===== config.mk =====
export PLATFORM = sky130hd
export DESIGN_NAME = dsp_edge_ram
export DESIGN_NICKNAME = d
export VERILOG_FILES = /design/src/rtl/dsp_pkg.sv /design/src/rtl/dsp_edge_ram.sv
export SDC_FILE = /design/constraint.sdc
export NUM_CORES = 2
export LEC_CHECK = 0
export ABC_AREA = 1
export BUFFER_PORTS_ARGS = -buffer_cell sky130_fd_sc_hd__buf_2
export CORE_MARGIN = 5
export CORE_UTILIZATION = 25
export DETAILED_ROUTE_END_ITERATION = 10
export HOLD_SLACK_MARGIN = 0.03
export PLACE_DENSITY = 0.43
export SETUP_SLACK_MARGIN = 0.05
export SKIP_CTS_REPAIR_TIMING = 1
export SKIP_LAST_GASP = 1
export SLEW_MARGIN = 30
export SYNTH_ARGS = -nofsm -noshare
export SYNTH_HDL_FRONTEND = slang
export SYNTH_SLANG_ARGS = --single-unit

===== constraint.sdc =====
create_clock -name clk -period 2.3 [get_ports clk]
set_input_delay 0.115 -clock clk [delete_from_list [all_inputs] [get_ports clk]]
set_output_delay 0.115 -clock clk [all_outputs]
set_load 0.01 [all_outputs]

===== src/rtl/dsp_pkg.sv =====
// Package for the shortest-path core: widths, constants, op codes and state enum.
// No dependencies; used by every module under rtl.
package dsp_pkg;
  localparam int MaxVertices  = 16;
  localparam int VtxBits      = 4;
  localparam int WeightBits   = 16;
  localparam int DistBits     = 24;
  localparam int EdgeAddrBits = 2 * VtxBits;
  localparam logic [DistBits-1:0] DistInf = {DistBits{1'b1}};

  typedef logic [1:0] op_t;
  localparam op_t OpWrite  = 2'd0;
  localparam op_t OpQuery  = 2'd1;
  localparam op_t OpRead   = 2'd2;
  localparam op_t OpUnused = 2'd3;

  typedef enum logic [3:0] {
    StIdle, StInit, StScan, StPick, StRelaxAddr, StRelax,
    StWalk, StEmit, StOneOut
  } state_t;
endpackage


===== src/rtl/dsp_edge_ram.sv =====
// Edge weight memory: 256 x 16, one write port, one registered read port.
// Depends on dsp_pkg.
module dsp_edge_ram (
  input  logic                             clk,
  input  logic                             we,
  input  logic [dsp_pkg::EdgeAddrBits-1:0] waddr,
  input  logic [dsp_pkg::WeightBits-1:0]   wdata,
  input  logic [dsp_pkg::EdgeAddrBits-1:0] raddr,
  output logic [dsp_pkg::WeightBits-1:0]   rdata
);
  logic [dsp_pkg::WeightBits-1:0] mem [2**dsp_pkg::EdgeAddrBits];
  always_ff @(posedge clk) begin
    if (we) mem[waddr] <= wdata;
    rdata <= mem[raddr];
  end
endmodule

# After elaboration in Yosys (flattened, before gate mapping)
# Memories as Yosys holds them, arrays and structs flattened. A register that Yosys moved wholly into a read port is not among the register bits.
# Cells that the tools add are included.
op_classes:
  n_eq_ne: 0
  n_mul: 0
  add_sub_neg: 0
  reduce_logical: 0
  shift: 0
  magnitude_cmp: 0
  mux: 2
  bitwise: 0
  div: 0
ops:
  columns: ["operator", "count"]
  rows:
  - ["1-bit two-way mux", 2]
word_totals:
  latch_bits: 0
  reg_bits: 0
  memories: 1
  romBits: 0
  ram_bits: 4096
  elab_cells: 3
  output_inout_bits: 16
memory_table:
  columns: ["name", "depth", "width", "rd", "rd_ports_with_merged_regs", "wr", "line", "text"]
  rows:
  - ["mem", 256, 16, 1, 1, 1, "dsp_edge_ram.sv:11", "logic [dsp_pkg::WeightBits-1:0] mem [2**dsp_pkg::EdgeAddrBits];"]

# Longest topological paths before layout
depth:
  word_depth: 2
  depth_mapped: 15
  depth_no_buf: 11

# Least setup slack after synthesis
# OpenSTA, ideal clock, no wires.
synth_timing:
  kind: "in2reg"
  startpoint: "input we"
  endpoint: "memory mem[162][0] (netlist name), enable pin"
  t_arrival_ps: 1567
  cell_stages: 4
  setup_slack_ps: 345
  cell_sequence: "clkbuf_1 nand3_1 clkbuf_1 nor2_1"
synth_between:
  elab_chain_len: 2
synth_rtl:
  columns: ["item", "line", "text"]
  rows:
  - ["start: declaration", "dsp_edge_ram.sv:5", "input logic we,"]
  - ["1-bit two-way mux", "dsp_edge_ram.sv:13", "if (we) mem[waddr] <= wdata;"]
  - ["1-bit two-way mux (not written as such)", "dsp_edge_ram.sv:13", null]
  - ["end: declaration", "dsp_edge_ram.sv:11", null]
# Every way passes these cells.

# Final worst setup path
layout_timing:
  startpoint: "register rdata[14] (netlist name) (read register of mem)"
  endpoint: "output rdata[14] (netlist name)"
layout_lines:
  columns: ["item", "line", "text"]
  rows:
  - ["start: declaration", "dsp_edge_ram.sv:9", "output logic [dsp_pkg::WeightBits-1:0] rdata"]
# No word-level cell between the ends.

==> qor.txt <==
Run status: complete, no violations
Crit path launch type: register
CP delay by family, top: flip-flops
Cell Rows: 299
Nets: 14,570
Cell area after synthesis: 165,700 um^2
LEAKAGE: 70.35 nW
Filler Cells Inserted: 66,502
Routed len/inst: 24.53 um
I/O pins: 50
# DRC: 0
Clock transition at the registers of the reported paths: 0.06 ns
DP HPWL: 365,200 um
Global route total overflow: 0
Synthesis-to-finish area growth: 21.93%
Register area: 123,300 um^2
Antenna violations before repair: 39
Final Critical Period: 2.249 ns
WHS: 0.02832 ns
Vias per cell: 4.651
Worst path cell trace: buf_2
Final setup fails: 0
Count of pins over their slew limit: 0
Final-report hold violation count: 0
TNS Setup: 0 ns
Final weighted congestion in routability-driven placement: 0.8108
H-tree Lvls: 5
Yosys cell types: 15
Synth Area in Simple Gates: 22.37%
Die Ht: 824.1 um
DRC marker count from the first detailed-route iteration: 10,272
Pwr Density: 818.5 nW/um^2
Share of cells above drive strength 1: 14.04%
Starting density of the core: 25.04%
CP bufs+invs: 1
Top post-synthesis cells by area: edfxtp_1 (74%), nand3_1 (12%), nand2_1 (9.5%)
Critical path data required time: 2.18 ns
Floorplan core area: 661,800 um^2
CP Data Arrival Time: 2.13 ns
Post-synthesis mux area share: 0%
Commonest cells after routing, fill and taps aside: nand2_1 (4,193), edfxtp_1 (4,096), nand3_1 (4,032)
Largest family of logic cells by synthesized area: simple AND/OR/NAND/NOR gates
Die width: 824.1 um
Largest net degree at the start of global routing: 107
Worst path slowest cell: dfxtp_1
#FFs+latches synth: 4,112
Number of port buffers: 49
Drt first pass iters: 6
Crit path kind: register to output pin
Clock skew: 0.07673 ns
Vias in the first global route: 105,159
Sequential cell area fraction in the yosys report: 74.42%
Most common cell after layout, fill and taps aside: nand2_1
CTS tree: built
Synthesized instance count: 13,617
Maximum clock path buffer count: 4
Syn_area_per_cell: 12.17 um^2
RSZ-0062 raised after global routing: no
CTS Root Cell: clkbuf_16
Vias: 110,067
Total power: 165.4 mW
Max-slew headroom: 43.46%
Crit path capture type: output pin
VDD IR max: 0.0006148 V
Fmax: 0.4447 GHz
Period utilization: 97.78%
Final ANT Viol Nets: 0
Max-capacitance violation count: 0
First-pass GRT wire length: 818,800 um
Synth warnings: 0
Clock latency on the worst-skew pair: 1.04 ns
Maximum fanout along the worst path: 1
CTS sink count: 4,112
Synth top area share: 74.23%
Synth Area in Compound Gates: 0%
Worst-margin pin slew: 0.8481 ns
Xor and xnor area share after synthesis: 0%
Multi-input gate area: 37,370 um^2
Die Area: 679,200 um^2
Post-Route WL: 580,300 um
Yosys top cell by area: edfxtp_1
Total CTS buffers: 453
Slowest Stage Delay on Critical Path: 0.81 ns
Layout Utilization: 30.53%
Adder-Cell Fraction of Synth Area: 0%
GR Util All Layers: 16.45%
Post-Syn Nets: 13,651
Hold Path Class: input pin to register
final cells by class:
| cell class | instances | area share, % |
|---|---|---|
| Sequential cell | 4112 | 61.04 |
| Multi-Input combinational cell | 8529 | 18.49 |
| Timing Repair Buffer | 1401 | 7.945 |
| Clock buffer | 598 | 5.953 |
| Tap cell | 8729 | 5.406 |
| Clock inverter | 241 | 1.044 |
| Inverter | 39 | 0.09909 |
| Antenna cell | 14 | 0.01734 |
synthesized netlist by cell type (all sizes together):
library cell  count
buf             783
clkbuf          154
dfxtp            16
edfxtp         4096
inv              39
nand2          4211
nand3          4035
nor2            283
per-layer routing:
metal,GRT usage (%),vias up,part of all wire (%)
met5,0,-,0.016
li1,-,50619,-
met1,23.35,55791,46
met4,3.787,14,2.4
met3,2.713,631,5.8
met2,26.33,3012,46
state kept, by name, summed over array words and instances, names as in the netlist:
signal / cells
rdata: 16
mem: 4096
worst paths after layout:
| path | slack [ns] | endpoint | from | cells after the start |
|---|---|---|---|---|
| worst max-delay path | 0.05 | rdata[14] | rdata[14] | 1 |
| worst min-delay path | 0.03 | mem[184][4] | waddr[6] | 7 |
| worst max register to register | 0.08 | rdata[12] | mem[187][12] | 10 |
| worst min register to register | 1.00 | rdata[8] | mem[216][8] | 10 |
cell families after synthesis:
kind of cell	after synthesis
and+or+nand+nor	8529
DFF	4112
buffers and inverters	976
power breakdown:
part	leakage, nW	internal [mW]	total, mW	switching [mW]
combinational	26.5	3.63	12.1	8.51
sequential	36.9	82.6	82.8	0.221
clock	6.88	39.7	70.4	30.7
total	70.4	126	165	39.4
per-stage QoR:
| stage | std cells | worst slack (ns) | area (um^2) |
|---|---|---|---|
| floorplan | 13617 | 0.3446 | 165700 |
| global placement | 22782 | -0.9262 | 187500 |
| detailed placement | 22783 | -0.8745 | 187600 |
| CTS | 23622 | -0.09920 | 201700 |
| global route | 23651 | 0.05835 | 202000 |
| finish | 23663 | 0.05114 | 202000 |
No activity file was read; power rests on OpenSTA's default activity.
